## config.mk

```make
export PLATFORM = sky130hd
export DESIGN_NAME = id3v2_frame_parser_unit
export DESIGN_NICKNAME = d
export VERILOG_FILES = /design/src/hdl/id3fp_pkg.sv /design/src/hdl/id3fp_core.sv /design/src/hdl/id3v2_frame_parser_unit.sv
export SDC_FILE = /design/constraint.sdc
export NUM_CORES = 1
export LEC_CHECK = 0
export ABC_AREA = 1
export BUFFER_PORTS_ARGS = -buffer_cell sky130_fd_sc_hd__buf_4
export CORE_MARGIN = 1.5
export CORE_UTILIZATION = 25
export DETAILED_ROUTE_END_ITERATION = 10
export HOLD_SLACK_MARGIN = 0.15
export PLACE_DENSITY_LB_ADDON = 0.25
export SLEW_MARGIN = 5
export SYNTH_ARGS = -nofsm -noshare
export SYNTH_HDL_FRONTEND = slang
export SYNTH_SLANG_ARGS = --single-unit
```

## constraint.sdc

```tcl
create_clock -name aclk -period 10 [get_ports aclk]
set_clock_uncertainty 0.05 [all_clocks]
set_input_delay 3 -clock aclk [delete_from_list [all_inputs] [get_ports aclk]]
set_output_delay 3 -clock aclk [all_outputs]
set_load 0.1 [all_outputs]
```

## src/hdl/id3fp_pkg.sv

```systemverilog
// Package for the ID3v2.3 tag frame parser: word types, phase enum,
// status/kind codes, frame id constants and the id-to-kind lookup.
// No dependencies.
package id3fp_pkg;

    // Input word: one file byte plus the restart mark
    typedef struct packed {
        logic [7:0] data_byte;
        logic       file_start;
    } in_word_t;

    // Result word: one per input byte
    typedef struct packed {
        logic [7:0] text_byte;
        logic       text_valid;
        logic [2:0] field_kind;
        logic       frame_last;
        logic [2:0] status;
    } out_word_t;

    // Parser phase
    typedef enum logic [2:0] {
        PH_HEADER,
        PH_FHDR,
        PH_PAYLOAD,
        PH_DONE,
        PH_NOMAGIC,
        PH_BADSIZE
    } phase_t;

    // Status codes
    localparam logic [2:0] ST_HEADER  = 3'd0;
    localparam logic [2:0] ST_FRAMES  = 3'd1;
    localparam logic [2:0] ST_DONE    = 3'd2;
    localparam logic [2:0] ST_NOMAGIC = 3'd3;
    localparam logic [2:0] ST_BADSIZE = 3'd4;

    // Field kinds
    localparam logic [2:0] KIND_NONE    = 3'd0;
    localparam logic [2:0] KIND_TITLE   = 3'd1;
    localparam logic [2:0] KIND_YEAR    = 3'd2;
    localparam logic [2:0] KIND_ALBUM   = 3'd3;
    localparam logic [2:0] KIND_ARTIST  = 3'd4;
    localparam logic [2:0] KIND_GENRE   = 3'd5;
    localparam logic [2:0] KIND_COMMENT = 3'd6;

    // Frame ids, big-endian ASCII
    localparam logic [31:0] ID_TITLE   = 32'h5449_5432; // TIT2
    localparam logic [31:0] ID_YEAR    = 32'h5459_4552; // TYER
    localparam logic [31:0] ID_ALBUM   = 32'h5441_4C42; // TALB
    localparam logic [31:0] ID_ARTIST  = 32'h5450_4531; // TPE1
    localparam logic [31:0] ID_GENRE   = 32'h5443_4F4E; // TCON
    localparam logic [31:0] ID_COMMENT = 32'h434F_4D4D; // COMM

    // Header magic "ID3"
    localparam logic [7:0] MAGIC_0 = 8'h49;
    localparam logic [7:0] MAGIC_1 = 8'h44;
    localparam logic [7:0] MAGIC_2 = 8'h33;

    // Header byte positions and frame header size
    localparam logic [3:0] HDR_SIZE0   = 4'd6;
    localparam logic [3:0] HDR_LAST    = 4'd9;
    localparam logic [3:0] FH_LEN0     = 4'd4;
    localparam logic [3:0] FH_LEN3     = 4'd7;
    localparam logic [3:0] FH_LAST     = 4'd9;
    localparam int         FRAME_HDR_B = 10;

    // Tag size is 29 bits, with the size bytes ORed in unmasked
    localparam int TAG_W = 29;

    function automatic logic [2:0] kind_of(input logic [31:0] id);
        logic [2:0] k;
        k = KIND_NONE;
        if (id == ID_TITLE)   k = KIND_TITLE;
        if (id == ID_YEAR)    k = KIND_YEAR;
        if (id == ID_ALBUM)   k = KIND_ALBUM;
        if (id == ID_ARTIST)  k = KIND_ARTIST;
        if (id == ID_GENRE)   k = KIND_GENRE;
        if (id == ID_COMMENT) k = KIND_COMMENT;
        return k;
    endfunction

    function automatic logic [7:0] magic_at(input logic [1:0] idx);
        logic [7:0] m;
        case (idx)
            2'd0:    m = MAGIC_0;
            2'd1:    m = MAGIC_1;
            default: m = MAGIC_2;
        endcase
        return m;
    endfunction

endpackage

```

## src/hdl/id3fp_core.sv

```systemverilog
// Parser state registers and the per-byte next-state/result logic.
// Depends on id3fp_pkg.
module id3fp_core
    import id3fp_pkg::*;
(
    input  logic      aclk,
    input  logic      aresetn,
    input  logic      in_fire,
    input  in_word_t  in_word,
    output out_word_t res
);

    phase_t             phase_reg, phase_next;
    logic [3:0]         fc_reg, fc_next;
    logic [TAG_W-1:0]   tl_reg, tl_next;
    logic [TAG_W-1:0]   bd_reg, bd_next;
    logic [31:0]        ident_reg, ident_next;
    logic [31:0]        len_reg, len_next;
    logic [31:0]        pl_reg, pl_next;
    logic [2:0]         kind_reg, kind_next;
    logic               ended_reg, ended_next;

    // State seen by this byte: reset values when file_start is set
    phase_t             cur_phase;
    logic [3:0]         cur_fc;
    logic [TAG_W-1:0]   cur_tl;
    logic [TAG_W-1:0]   cur_bd;
    logic [31:0]        cur_ident;
    logic [31:0]        cur_len;
    logic [31:0]        cur_pl;
    logic [2:0]         cur_kind;
    logic               cur_ended;

    logic [7:0]         d;
    logic [32:0]        frame_end;
    logic [TAG_W:0]     bd_sum;
    logic               first;

    assign d         = in_word.data_byte;
    assign cur_phase = in_word.file_start ? PH_HEADER : phase_reg;
    assign cur_fc    = in_word.file_start ? 4'd0 : fc_reg;
    assign cur_tl    = in_word.file_start ? '0 : tl_reg;
    assign cur_bd    = in_word.file_start ? '0 : bd_reg;
    assign cur_ident = in_word.file_start ? '0 : ident_reg;
    assign cur_len   = in_word.file_start ? '0 : len_reg;
    assign cur_pl    = in_word.file_start ? '0 : pl_reg;
    assign cur_kind  = in_word.file_start ? KIND_NONE : kind_reg;
    assign cur_ended = in_word.file_start ? 1'b0 : ended_reg;

    // End of the frame being sized: bytes so far + header + size that the
    // last size byte completes
    assign frame_end = 33'({4'b0, cur_bd}) + 33'(FRAME_HDR_B) + {1'b0, cur_len[23:0], d};
    // Running byte count at the end of a payload (fits, size was checked)
    assign bd_sum    = (TAG_W+1)'({1'b0, cur_bd}) + (TAG_W+1)'(FRAME_HDR_B)
                     + cur_len[TAG_W:0];
    assign first     = (cur_pl == cur_len);

    // Next state and result for one byte
    always_comb begin
        phase_next = phase_reg;
        fc_next    = fc_reg;
        tl_next    = tl_reg;
        bd_next    = bd_reg;
        ident_next = ident_reg;
        len_next   = len_reg;
        pl_next    = pl_reg;
        kind_next  = kind_reg;
        ended_next = ended_reg;
        res        = '0;
        if (in_fire) begin
            phase_next = cur_phase;
            fc_next    = cur_fc;
            tl_next    = cur_tl;
            bd_next    = cur_bd;
            ident_next = cur_ident;
            len_next   = cur_len;
            pl_next    = cur_pl;
            kind_next  = cur_kind;
            ended_next = cur_ended;
            case (cur_phase)
                PH_HEADER: begin
                    if (cur_fc < 4'd3) begin
                        if (d != magic_at(cur_fc[1:0])) phase_next = PH_NOMAGIC;
                    end else if (cur_fc == HDR_SIZE0) begin
                        tl_next = TAG_W'(d);
                    end else if (cur_fc > HDR_SIZE0) begin
                        // size bytes ORed in unmasked, as the file does
                        tl_next = {cur_tl[TAG_W-8:0], 7'b0} | TAG_W'(d);
                    end
                    if (phase_next == PH_HEADER) begin
                        if (cur_fc >= HDR_LAST) begin
                            fc_next    = 4'd0;
                            bd_next    = '0;
                            phase_next = (tl_next == '0) ? PH_DONE : PH_FHDR;
                        end else begin
                            fc_next = cur_fc + 4'd1;
                        end
                    end
                end
                PH_FHDR: begin
                    if (cur_fc == 4'd0) begin
                        // zero id byte is padding
                        if (d == 8'd0) phase_next = PH_DONE;
                        else           ident_next = {24'b0, d};
                    end else if (cur_fc < FH_LEN0) begin
                        ident_next = {cur_ident[23:0], d};
                    end else if (cur_fc <= FH_LEN3) begin
                        len_next = (cur_fc == FH_LEN0) ? {24'b0, d}
                                                       : {cur_len[23:0], d};
                        if (cur_fc == FH_LEN3) begin
                            if (len_next[31] || len_next == '0 ||
                                frame_end > 33'(cur_tl))
                                phase_next = PH_BADSIZE;
                        end
                    end
                    if (phase_next == PH_FHDR) begin
                        if (cur_fc >= FH_LAST) begin
                            fc_next    = 4'd0;
                            pl_next    = cur_len;
                            kind_next  = kind_of(cur_ident);
                            ended_next = 1'b0;
                            phase_next = PH_PAYLOAD;
                        end else begin
                            fc_next = cur_fc + 4'd1;
                        end
                    end
                end
                PH_PAYLOAD: begin
                    if (cur_pl != '0) pl_next = cur_pl - 32'd1;
                    res.field_kind = cur_kind;
                    // skip encoding byte; show text up to the first zero
                    if (!first && !cur_ended && cur_kind != KIND_NONE) begin
                        if (d == 8'd0) begin
                            ended_next = 1'b1;
                        end else begin
                            res.text_valid = 1'b1;
                            res.text_byte  = d;
                        end
                    end
                    if (pl_next == '0) begin
                        res.frame_last = 1'b1;
                        bd_next        = bd_sum[TAG_W-1:0];
                        phase_next     = (bd_sum >= {1'b0, cur_tl}) ? PH_DONE : PH_FHDR;
                        fc_next        = 4'd0;
                    end
                end
                default: begin
                end
            endcase
            case (phase_next)
                PH_HEADER:  res.status = ST_HEADER;
                PH_FHDR:    res.status = ST_FRAMES;
                PH_PAYLOAD: res.status = ST_FRAMES;
                PH_DONE:    res.status = ST_DONE;
                PH_NOMAGIC: res.status = ST_NOMAGIC;
                default:    res.status = ST_BADSIZE;
            endcase
        end
    end

    // State registers
    always_ff @(posedge aclk) begin
        if (!aresetn) begin
            phase_reg <= PH_HEADER;
            fc_reg    <= '0;
            tl_reg    <= '0;
            bd_reg    <= '0;
            ident_reg <= '0;
            len_reg   <= '0;
            pl_reg    <= '0;
            kind_reg  <= KIND_NONE;
            ended_reg <= 1'b0;
        end else begin
            phase_reg <= phase_next;
            fc_reg    <= fc_next;
            tl_reg    <= tl_next;
            bd_reg    <= bd_next;
            ident_reg <= ident_next;
            len_reg   <= len_next;
            pl_reg    <= pl_next;
            kind_reg  <= kind_next;
            ended_reg <= ended_next;
        end
    end

    // Byte count never passes the tag size
    a_bd_in_tag: assert property (@(posedge aclk) disable iff (!aresetn)
        bd_reg <= tl_reg)
        else $error("bytes done beyond tag size");

    // Payload phase always has bytes left to take
    a_pl_nonzero: assert property (@(posedge aclk) disable iff (!aresetn)
        phase_reg == PH_PAYLOAD |-> pl_reg != '0)
        else $error("payload phase with no bytes left");

    // Frame counter stays inside a ten-byte header
    a_fc_range: assert property (@(posedge aclk) disable iff (!aresetn)
        fc_reg <= HDR_LAST)
        else $error("header byte counter out of range");

endmodule

```

## src/hdl/id3v2_frame_parser_unit.sv

```systemverilog
// Top level of the ID3v2.3 tag frame parser: parser core plus a
// two-entry output buffer (result register and skid register).
// Depends on id3fp_pkg and id3fp_core.
//
//   channel | dir | ports                      | word
//   s_      | in  | s_valid, s_ready, s_data   | in_word_t  (one file byte)
//   m_      | out | m_valid, m_ready, m_data   | out_word_t (one result per byte)
//
// One byte accepted per cycle while s_ready is high; its result is on m_ in the
// cycle after acceptance, or later when it lands in the skid register behind a
// held result word. Throughput is set by the state update in id3fp_core.
// The skid register lets one more byte in while m_ is stalled; s_ready drops
// only while the skid register is full.
// aresetn (synchronous, active low) puts the parser in the header phase and
// empties both output registers.
module id3v2_frame_parser_unit
    import id3fp_pkg::*;
(
    input  logic      aclk,
    input  logic      aresetn,
    input  logic      s_valid,
    output logic      s_ready,
    input  in_word_t  s_data,
    output logic      m_valid,
    input  logic      m_ready,
    output out_word_t m_data
);

    logic      s_fire, m_fire;
    out_word_t res;
    out_word_t out_reg, skid_reg;
    logic      out_valid_reg, skid_valid_reg;

    assign s_ready = !skid_valid_reg;
    assign s_fire  = s_valid && s_ready;
    assign m_fire  = out_valid_reg && m_ready;
    assign m_valid = out_valid_reg;
    assign m_data  = out_reg;

    id3fp_core u_core (
        .aclk    (aclk),
        .aresetn (aresetn),
        .in_fire (s_fire),
        .in_word (s_data),
        .res     (res)
    );

    // Output register with skid stage
    always_ff @(posedge aclk) begin
        if (!aresetn) begin
            out_valid_reg  <= 1'b0;
            skid_valid_reg <= 1'b0;
        end else begin
            if (m_fire || !out_valid_reg) begin
                if (skid_valid_reg) begin
                    out_reg        <= skid_reg;
                    out_valid_reg  <= 1'b1;
                    skid_valid_reg <= 1'b0;
                end else if (s_fire) begin
                    out_reg       <= res;
                    out_valid_reg <= 1'b1;
                end else begin
                    out_valid_reg <= 1'b0;
                end
            end else if (s_fire) begin
                skid_reg       <= res;
                skid_valid_reg <= 1'b1;
            end
        end
    end

    // Skid word only exists behind a held result word
    a_skid_order: assert property (@(posedge aclk) disable iff (!aresetn)
        skid_valid_reg |-> out_valid_reg)
        else $error("skid word without result word");

    // An accepted byte always leaves a result behind
    a_accept_shows: assert property (@(posedge aclk) disable iff (!aresetn)
        s_fire |=> m_valid)
        else $error("accepted byte produced no result");

    // Shown text is a nonzero byte of a known text frame
    a_text_kind: assert property (@(posedge aclk) disable iff (!aresetn)
        m_valid && m_data.text_valid |->
            m_data.field_kind != KIND_NONE && m_data.text_byte != 8'd0)
        else $error("text byte outside a text frame");

    // After a frame's last byte the parser is in frames or done
    a_last_status: assert property (@(posedge aclk) disable iff (!aresetn)
        m_valid && m_data.frame_last |->
            m_data.status == ST_FRAMES || m_data.status == ST_DONE)
        else $error("bad status on last payload byte");

endmodule
```

After elaboration in Yosys (flattened, before gate mapping) --
Index checks and enable logic that the tools add are counted.
Storage, ports and cells: word-level logic and storage cells 170, output and inout port bits 18, bits of input ports 13, bits in registers 199
Cells by class: bitwise gates (word level) 3, add/subtract/negate cells 6, magnitude comparators 7, equality and inequality tests 19, mux-type cells 87, reduce and logical (&&, ||, !) cells 27
Operators with widths (count):
- 2-to-1 mux 32 bit | 17
- 2-to-1 mux 29 bit | 11
- == test 32 x 31 -> 1 bit, second input constant | 6
- 2-to-1 mux 3 bit | 26
- zero test 32 bit | 2
- one-hot mux 32 bit (2 select lines) | 1
- adder 29 x 4 -> 30 bit, second input constant | 2
- one-hot mux 29 bit (2 select lines) | 1
- adder 33 x 32 -> 33 bit | 1
- > comparator 33 x 29 -> 1 bit | 1
- == test 32 bit | 1
- 2-to-1 mux 16 bit | 2
- nonzero test 32 bit | 1
- subtractor 32 x 1 -> 32 bit, second input constant | 1
- adder 30 bit | 1
- >= comparator 30 x 29 -> 1 bit | 1
- zero test 29 bit | 1
- OR 29 x 8 -> 29 bit | 1
- 2-to-1 mux 8 bit | 3
- 2-to-1 mux 4 bit | 5
- 2-to-1 mux 9 bit | 2
- one-hot mux 7 bit (2 select lines) | 1
- 2-to-1 mux 13 bit | 1
- == test 4 x 3 -> 1 bit, second input constant | 3
- 29 further kinds | 57

Longest topological paths before layout --
Gate-level depths: netlist of the first run.
word-level depth 22, depth in mapped cells 46, mapped depth without buffers 42

By module --
A second synthesis of the first run with hierarchy kept.
Second synthesis, totals: cell total of the unflattened synthesis 2985, area, all modules 18935.7 sq um
By module, submodules not included:
- id3fp_core | cells each 2888, sequential area each 3303.2 sq um, times used 1, area each 17649.4 sq um
- id3v2_frame_parser_unit | cells each 97, sequential area each 1001.0 sq um, times used 1, area each 1286.2 sq um

Worst setup path before layout of the first run --
Ideal clock, no wire load.
path kind input to register, start input s_data[0] (netlist name), end register skid_reg[0] (netlist name) (data pin), arrival time 8.484 ns, slack 1.211 ns, path buffers 5, setup time 0.255 ns, stages 44, data required time 9.695 ns, cell sequence buf_6 -> buf_6 -> buf_2 -> buf_1 -> clkbuf_1 -> nor2_1 -> ha_1 -> o21ai_0 -> nor3_2 -> nand3_1 -> nor3_1 -> nand3_1 -> nor3_2 -> nand3_1 -> nor3_2 -> nand3_1 -> xnor2_1 -> ha_1 -> (+8 left out) -> nand2_1 -> nor2_1 -> nand4_1 -> nor2_1 -> nand2_1 -> nand2_1 -> nand2_1 -> nand2_1 -> nand2_1 -> nand3_1 -> nand2_1 -> nand4_2 -> nand2_2 -> nand3b_4 -> nand2_1 -> nand2_1 -> nand2_1 -> and2_1
RTL lines:
- start: declaration | RTL line id3v2_frame_parser_unit.sv:23 | input in_word_t s_data,
- end signal: assignment | RTL line id3v2_frame_parser_unit.sv:66 | skid_reg <= res;
- end: declaration | RTL line id3v2_frame_parser_unit.sv:31 | out_word_t out_reg, skid_reg;

Final worst setup path of the first run --
start input s_data[0] (netlist name), end register out_reg (netlist bit m_data[1]) (data pin)
Between the ends: longest elaborated chain between the ends 22, elaborated cells between the ends (all ways) 80, those cells by class add/sub: 5; order compare: 7; eq/ne: 12; mux: 43; bitwise: 1; reduce/logical: 12
Ends and longest elaborated chain:
- branches (longest 15 deep; another with adder 33 x 32 -> 33 bit)
- one-hot mux 3 bit (3 select lines) (*) | RTL line id3fp_core.sv:80 | case (cur_phase)
- 2-to-1 mux 3 bit (*) | RTL line id3fp_core.sv:70 | if (in_fire) begin
- == test 3 x 1 -> 1 bit or == test 3 x 2 -> 1 bit (tied branches) | RTL line id3fp_core.sv:150 | case (phase_next)
- OR reduction 2 bit (no source line)
- one-hot mux 3 bit (4 select lines) (*) | RTL line id3fp_core.sv:150
- 2-to-1 mux 16 bit (*) | RTL line id3v2_frame_parser_unit.sv:59 | end else if (s_fire) begin
- 2-to-1 mux 16 bit (*) | RTL line id3v2_frame_parser_unit.sv:55 | if (skid_valid_reg) begin
- end signal: assignment | RTL line id3v2_frame_parser_unit.sv:56 | out_reg <= skid_reg;
- end signal: assignment | RTL line id3v2_frame_parser_unit.sv:60 | out_reg <= res;
- end: declaration | RTL line id3v2_frame_parser_unit.sv:31
Mark *: on every way between the ends. The select of a mux whose other input is x is not followed. A chain may end at the register's enable or synchronous reset.

==> results of run 1 <==
[path summary, 6_finish.rpt]
path	from	end	slack (ns)
max reg2reg	u_core.bd_reg[3]	m_data[1]	3.55
max	s_data[0]	m_data[1]	1.24
min	u_core.tl_reg[16]	u_core.tl_reg[16]	0.42
min reg2reg	u_core.tl_reg[16]	u_core.tl_reg[16]	0.42
[final cells by class]
class | instances | area (um^2)
tap | 969 | 1210
multi-input combinational | 2195 | 12500
clock inverter | 15 | 200
inverter | 410 | 1560
timing repair buffer | 79 | 618
fill | 8444 | 54000
sequential | 199 | 4300
clock buffer | 17 | 425
[power breakdown]
group          internal [uW]  leakage, uW  total (uW)  switching (uW)
combinational            231      0.00799         760             529
sequential               861      0.00170         890            29.5
clock                    385     0.000304         789             404
[synth_stat cells (13+ instances only)]
cell type	number	area share
nor2_1	331	0.065
a31oi_1	30	0.0099
a21oi_1	206	0.054
buf_2	15	0.0040
o21ai_0	169	0.045
nor3_1	37	0.0098
o211ai_1	40	0.016
xnor2_1	24	0.011
o221ai_1	19	0.0088
clkbuf_1	84	0.017
o21ai_1	21	0.0055
xor2_1	62	0.029
a221oi_1	70	0.032
nand3_1	129	0.034
nand4_1	43	0.014
dfxtp_1	167	0.18
o2111ai_1	13	0.0060
nand2_2	25	0.0082
ha_1	154	0.10
inv_1	394	0.078
a211oi_1	30	0.012
nand2_1	642	0.13
o221a_2	23	0.014
edfxtp_1	32	0.051
[metal layers]
metal	share of wire	wire [um]	global-route usage
met5	0	0	0
met1	0.49	35100	0.265
met2	0.44	31200	0.283
met4	0.025	1800	0.0598
met3	0.047	3360	0.0195
[cell families (layout without fill, tap and decap cells)]
logic type	count (synthesis)	count (layout)	share of synthesized area
xor gates and xnor gates	86	86	0.0397
DFF	199	199	0.227
AOI/OAI and AO/OA	681	681	0.228
muxes	1	1	0.000527
buffers and inverters	540	521	0.115
and+or+nand+nor	1271	1271	0.287
adders and majority gates	156	156	0.104
[metrics by stage]
| stage | power (uW) | hold WS (ns) | cells | setup slack [ns] |
|---|---|---|---|---|
| floorplan | 1440 | 0.391 | 2934 | 1.21 |
| global placement | 1660 | 0.405 | 3852 | 0.691 |
| detailed placement | 1660 | 0.407 | 3852 | 0.672 |
| CTS | 2460 | 0.419 | 3884 | 1.22 |
| global route | 2580 | 0.437 | 3884 | 0.585 |
| finish | 2440 | 0.416 | 3884 | 1.24 |
[worst min-delay path, stage by stage, from the launching register on]
cell	delay, ns
dfxtp_1	0.31
nand2_1	0.06
a21oi_1	0.05
==> results.py, run 1 <==
metrics = {
    "run_status": {
        "status": "finished clean",
    },
    "drt": {
        "num_vias": 19787,
        "wire_per_inst_um": 18.4,
        "drc_errors": 0,
        "wirelength_um": 71500,
        "drt_iter0_markers": 1576,
        "first_pass_iters": 6,
        "vias_per_cell": 5.09,
        "final_antenna_net_count": 0,
    },
    "critical_path": {
        "crit_family": "simple AND/OR/NAND/NOR gates",
        "rr_worst_depth": 37,
        "worstPathMaxFanout": 12,
        "cp_slowest_stage_delay_ns": 0.38,
        "critPathKind": "input port to flip-flop",
        "end_kind": "flip-flop",
        "cp.arrival_ns": 8.98,
        "path_common_cell": "nand2_1",
        "cp-start-kind": "input port",
        "cp.required_ns": 10.22,
        "crit_path_top_delay_cell": "ha_1",
        "path_depth": 37,
        "path_buf_inv": 5,
    },
    "cts": {
        "clk_latency_ns": 0.52,
        "root_buffer": "clkbuf_16",
        "hold_buffers": 0,
        "cts_tree": "done",
        "cts_setup_buffers": 0,
        "clock_path_buffers": 2,
        "numCtsBuffers": 17,
        "cts_resized": 0,
        "htreeDepth": 4,
        "cts.sinks": 199,
        "clk_pin_slew_ns": 0.08,
    },
    "yosys": {
        "async_reset_ff_frac": 0,
        "synth_cell_types": 59,
        "syn_nets": 3103,
        "synth_seq_cells": 199,
        "yosys_warnings": 0,
        "syn_area_mm2": 0.0190,
        "syn_inst": 2934,
        "synth-main-ff-cell": "dfxtp_1",
        "postSynthAreaPerCell_um2": 6.47,
        "synth_edf_count": 32,
        "synth_seq_area_share": 0.227,
    },
    "layout": {
        "drive_above_1_share": 0.0772,
        "utilization": 0.279,
        "layout_common_cells": "642 x nand2_1, 393 x inv_1, 328 x nor2_1, 206 x a21oi_1, 169 x o21ai_0",
        "fin_area_mm2": 0.0209,
        "final_nets": 3071,
        "diodes": 0,
        "final_common_cell": "nand2_1",
        "area_growth_pct": 9.82,
    },
    "sta": {
        "setup_tns_ns": 0,
        "slew_viol_final": 0,
        "fmax_mhz": 114,
        "finalCriticalPeriod_ns": 8.76,
        "slew_headroom": 0.272,
        "rsz0062_at_grt": "false",
        "finalSetupViolCount": 0,
        "post-route-period-util": 0.876,
        "finalHoldViolCount": 0,
        "tightestPinTransition_ns": 1.09,
    },
    "floorplanning": {
        "start_util": 0.254,
        "io_pins": 31,
        "die_h_um": 279,
        "die_area_mm2": 0.0776,
        "core_area_mm2": 0.0748,
        "dieWidth_um": 279,
        "rows": 100,
    },
    "global_route": {
        "antenna_found_initial": 1,
        "grt_pass1_vias": 18652,
        "grt_usage": 0.184,
        "grt-ovfl-total": 0,
        "grt_pass1_wl_um": 111000,
        "grt_max_degree": 115,
    },
    "power": {
        "leakagePower_uw": 0.00999,
        "ir_drop_mv": 0.0794,
        "power_density_mw_per_mm2": 117,
    },
    "hold_path": {
        "hold_class": "flip-flop to flip-flop",
        "hold_depth": 2,
    },
    "place": {
        "io_buffer_count": 30,
        "gp_congestion": 0.891,
        "hpwl_um": 53200,
        "dpl_cell_area_mm2": 0.0202,
    },
    "run": {
        "cap_violations": 0,
    },
}
Note: power is estimated with default switching activity, not from simulation.
==> run 2: changes to the inputs <==
--- a/config.mk
+++ b/config.mk
@@ -7,3 +7,2 @@
 export LEC_CHECK = 0
-export ABC_AREA = 1
 export BUFFER_PORTS_ARGS = -buffer_cell sky130_fd_sc_hd__buf_4
==> constraint.sdc (replaced) <==
create_clock -name aclk -period 10 [get_ports aclk]
set_clock_uncertainty 0.05 [all_clocks]
set_input_delay 2 -clock aclk [delete_from_list [all_inputs] [get_ports aclk]]
set_output_delay 2 -clock aclk [all_outputs]
set_load 0.1 [all_outputs]
==> run 2 against run 1 <==
Compared with the run above:
- non-clock buffer count fell by 25
- hold slack got worse by 0.0036 ns
- synthesized cell count fell by 29%
- global-route usage fell by 0.27 points
- sequential power fell by 5.7%
- maximum frequency rose by 1.2%
- routed wire length fell by 15%
- register-to-register slack got worse by 0.91 ns
==> results.py, run 2 <==
metrics = {
    "run_status": {
        "status": "finished clean",
    },
    "cts": {
        "htreeDepth": 4,
        "numCtsBuffers": 17,
        "cts.sinks": 199,
        "clock_path_buffers": 2,
        "hold_buffers": 0,
        "clk_latency_ns": 0.50,
        "clk_pin_slew_ns": 0.09,
        "cts_resized": 0,
        "cts_setup_buffers": 0,
        "root_buffer": "clkbuf_16",
        "cts_tree": "done",
    },
    "floorplanning": {
        "io_pins": 31,
        "die_h_um": 258,
        "start_util": 0.253,
        "die_area_mm2": 0.0666,
        "core_area_mm2": 0.0643,
        "rows": 93,
        "dieWidth_um": 258,
    },
    "drt": {
        "drc_errors": 0,
        "num_vias": 15732,
        "final_antenna_net_count": 0,
        "drt_iter0_markers": 1372,
        "wire_per_inst_um": 20.8,
        "vias_per_cell": 5.41,
        "first_pass_iters": 6,
        "wirelength_um": 60600,
    },
    "sta": {
        "finalHoldViolCount": 0,
        "fmax_mhz": 116,
        "timing.hold.ws_ns": 0.413,
        "rsz0062_at_grt": "false",
        "setup_tns_ns": 0,
        "tightestPinTransition_ns": 1.02,
        "finalCriticalPeriod_ns": 8.66,
        "slew_viol_final": 0,
        "slew_headroom": 0.317,
        "post-route-period-util": 0.866,
        "finalSetupViolCount": 0,
    },
    "yosys": {
        "yosys_warnings": 0,
        "synth_common_cells": "284 x nor2_1, 167 x dfxtp_1, 163 x nand2_1",
        "synth_area_leaders": "dfxtp_1 21%, ha_1 12%, nor2_1 6.6%, edfxtp_1 5.9%, a22oi_1 5.4%",
        "synth_cell_types": 90,
        "synth_seq_cells": 199,
        "yosys.area.top_type": "dfxtp_1",
        "synth_seq_area_share": 0.265,
        "syn_inst": 2082,
        "yosys.area.top_type_share": 0.206,
        "syn_area_mm2": 0.0163,
        "syn_nets": 2251,
        "yosysMostFrequentCell": "nor2_1",
        "async_reset_ff_frac": 0,
        "synth-main-ff-cell": "dfxtp_1",
        "postSynthAreaPerCell_um2": 7.81,
        "synth_edf_count": 32,
    },
    "place": {
        "hpwl_um": 44800,
        "gp_congestion": 0.904,
        "io_buffer_count": 30,
    },
    "layout": {
        "layout_common_cells": "283 x nor2_1, 167 x dfxtp_1, 163 x nand2_1, 154 x ha_1, 140 x a21oi_1",
        "final_nets": 2209,
        "final_common_cell": "nor2_1",
        "drive_above_1_share": 0.0619,
        "area_growth_pct": 9.93,
        "diodes": 0,
        "fillers": 7006,
        "utilization": 0.278,
    },
    "power": {
        "power_density_mw_per_mm2": 102,
        "ir_drop_mv": 0.104,
        "leakagePower_uw": 0.00698,
    },
    "global_route": {
        "grt_pass1_wl_um": 93300,
        "grt_pass1_vias": 15135,
        "grt_max_degree": 92,
        "antenna_found_initial": 1,
        "grt_usage": 0.181,
        "grt-ovfl-total": 0,
    },
    "critical_path": {
        "cp_slowest_stage_delay_ns": 0.46,
        "cp-start-kind": "input port",
        "critPathKind": "input port to flip-flop",
        "cp.arrival_ns": 8.85,
        "end_kind": "flip-flop",
        "worstPathMaxFanout": 27,
        "crit_path_top_delay_cell": "o311a_1",
        "cp.required_ns": 10.20,
        "path_common_cell": "and3_1",
    },
    "hold_path": {
        "hold_class": "flip-flop to flip-flop",
    },
    "run": {
        "cap_violations": 0,
    },
}
==> run 2: changes by cell type after synthesis, moves of 66 or more <==
cell	before	now
nand2_1	642	163
o21ai_0	169	99
a21oi_1	206	140
a22oi_1	0	118
inv_1	394	62
nor2b_1	0	79
nand3_1	129	45
==> run 2: layout make-up <==
type                       instances  area (um^2)  share of cell area
clock inverter                    14          131             0.00735
sequential                       199         4300               0.241
timing repair buffer              54          422              0.0236
tap                              855         1070              0.0598
clock buffer                      18          429              0.0240
inverter                          65          246              0.0138
multi-input combinational       1703        11300               0.631
==> run 2: path summary, 6_finish.rpt <==
check / start / to / slack (ns) / cells past startpoint
setup / recovery: s_data[0] / m_data[1] / 1.34 / 32
hold / removal: u_core.tl_reg[26] / u_core.tl_reg[26] / 0.41 / 2
setup reg to reg: u_core.bd_reg[1] / m_data[1] / 2.64 / 31
hold reg to reg: u_core.tl_reg[26] / u_core.tl_reg[26] / 0.41 / 2
==> run 2: stage by stage <==
| stage | instance area [um^2] | instances | power (uW) | setup WS [ns] |
|---|---|---|---|---|
| after floorplan | 16300 | 2082 | 1050 | 0.0942 |
| after global placement | 17300 | 2876 | 1130 | 1.03 |
| after detailed placement | 17300 | 2876 | 1130 | 0.939 |
| after CTS | 17900 | 2908 | 1850 | 1.45 |
| after global routing | 17900 | 2908 | 1910 | 0.673 |
| final | 17900 | 2908 | 1830 | 1.34 |
==> run 2: power breakdown <==
group          leakage [uW]  internal, uW  switching, uW  total [uW]
clock network      0.000280           331            378         709
registers           0.00163           823           16.0         839
logic               0.00507          83.6            198         281
==> run 2: logic make-up after synthesis <==
kind of cell	Yosys count	share of synthesized area
compound gates	609	0.252
xor+xnor	104	0.0560
fa+ha+maj	156	0.121
buf+inv	180	0.0442
flops	199	0.265
mux	23	0.0147
simple gates	811	0.248
==> run 2: per-layer routing <==
| metal | global-route usage | part of all wire | routed length [um] |
|---|---|---|---|
| met5 | 0 | 0 | 0 |
| met4 | 0.0708 | 0.031 | 1880 |
| met3 | 0.0280 | 0.050 | 3060 |
| met2 | 0.290 | 0.46 | 27700 |
| met1 | 0.243 | 0.46 | 27900 |
==> run 2: critical path: cells and delay by family <==
family | cells | cell delay [ns]
AO/OA/AOI/OAI | 11 | 2.47
XOR/XNOR | 2 | 0.28
adder cells (fa/ha/maj) | 3 | 0.86
buffers and inverters | 1 | 0.16
multiplexers | 2 | 0.42
AND/OR/NAND/NOR | 13 | 2.64
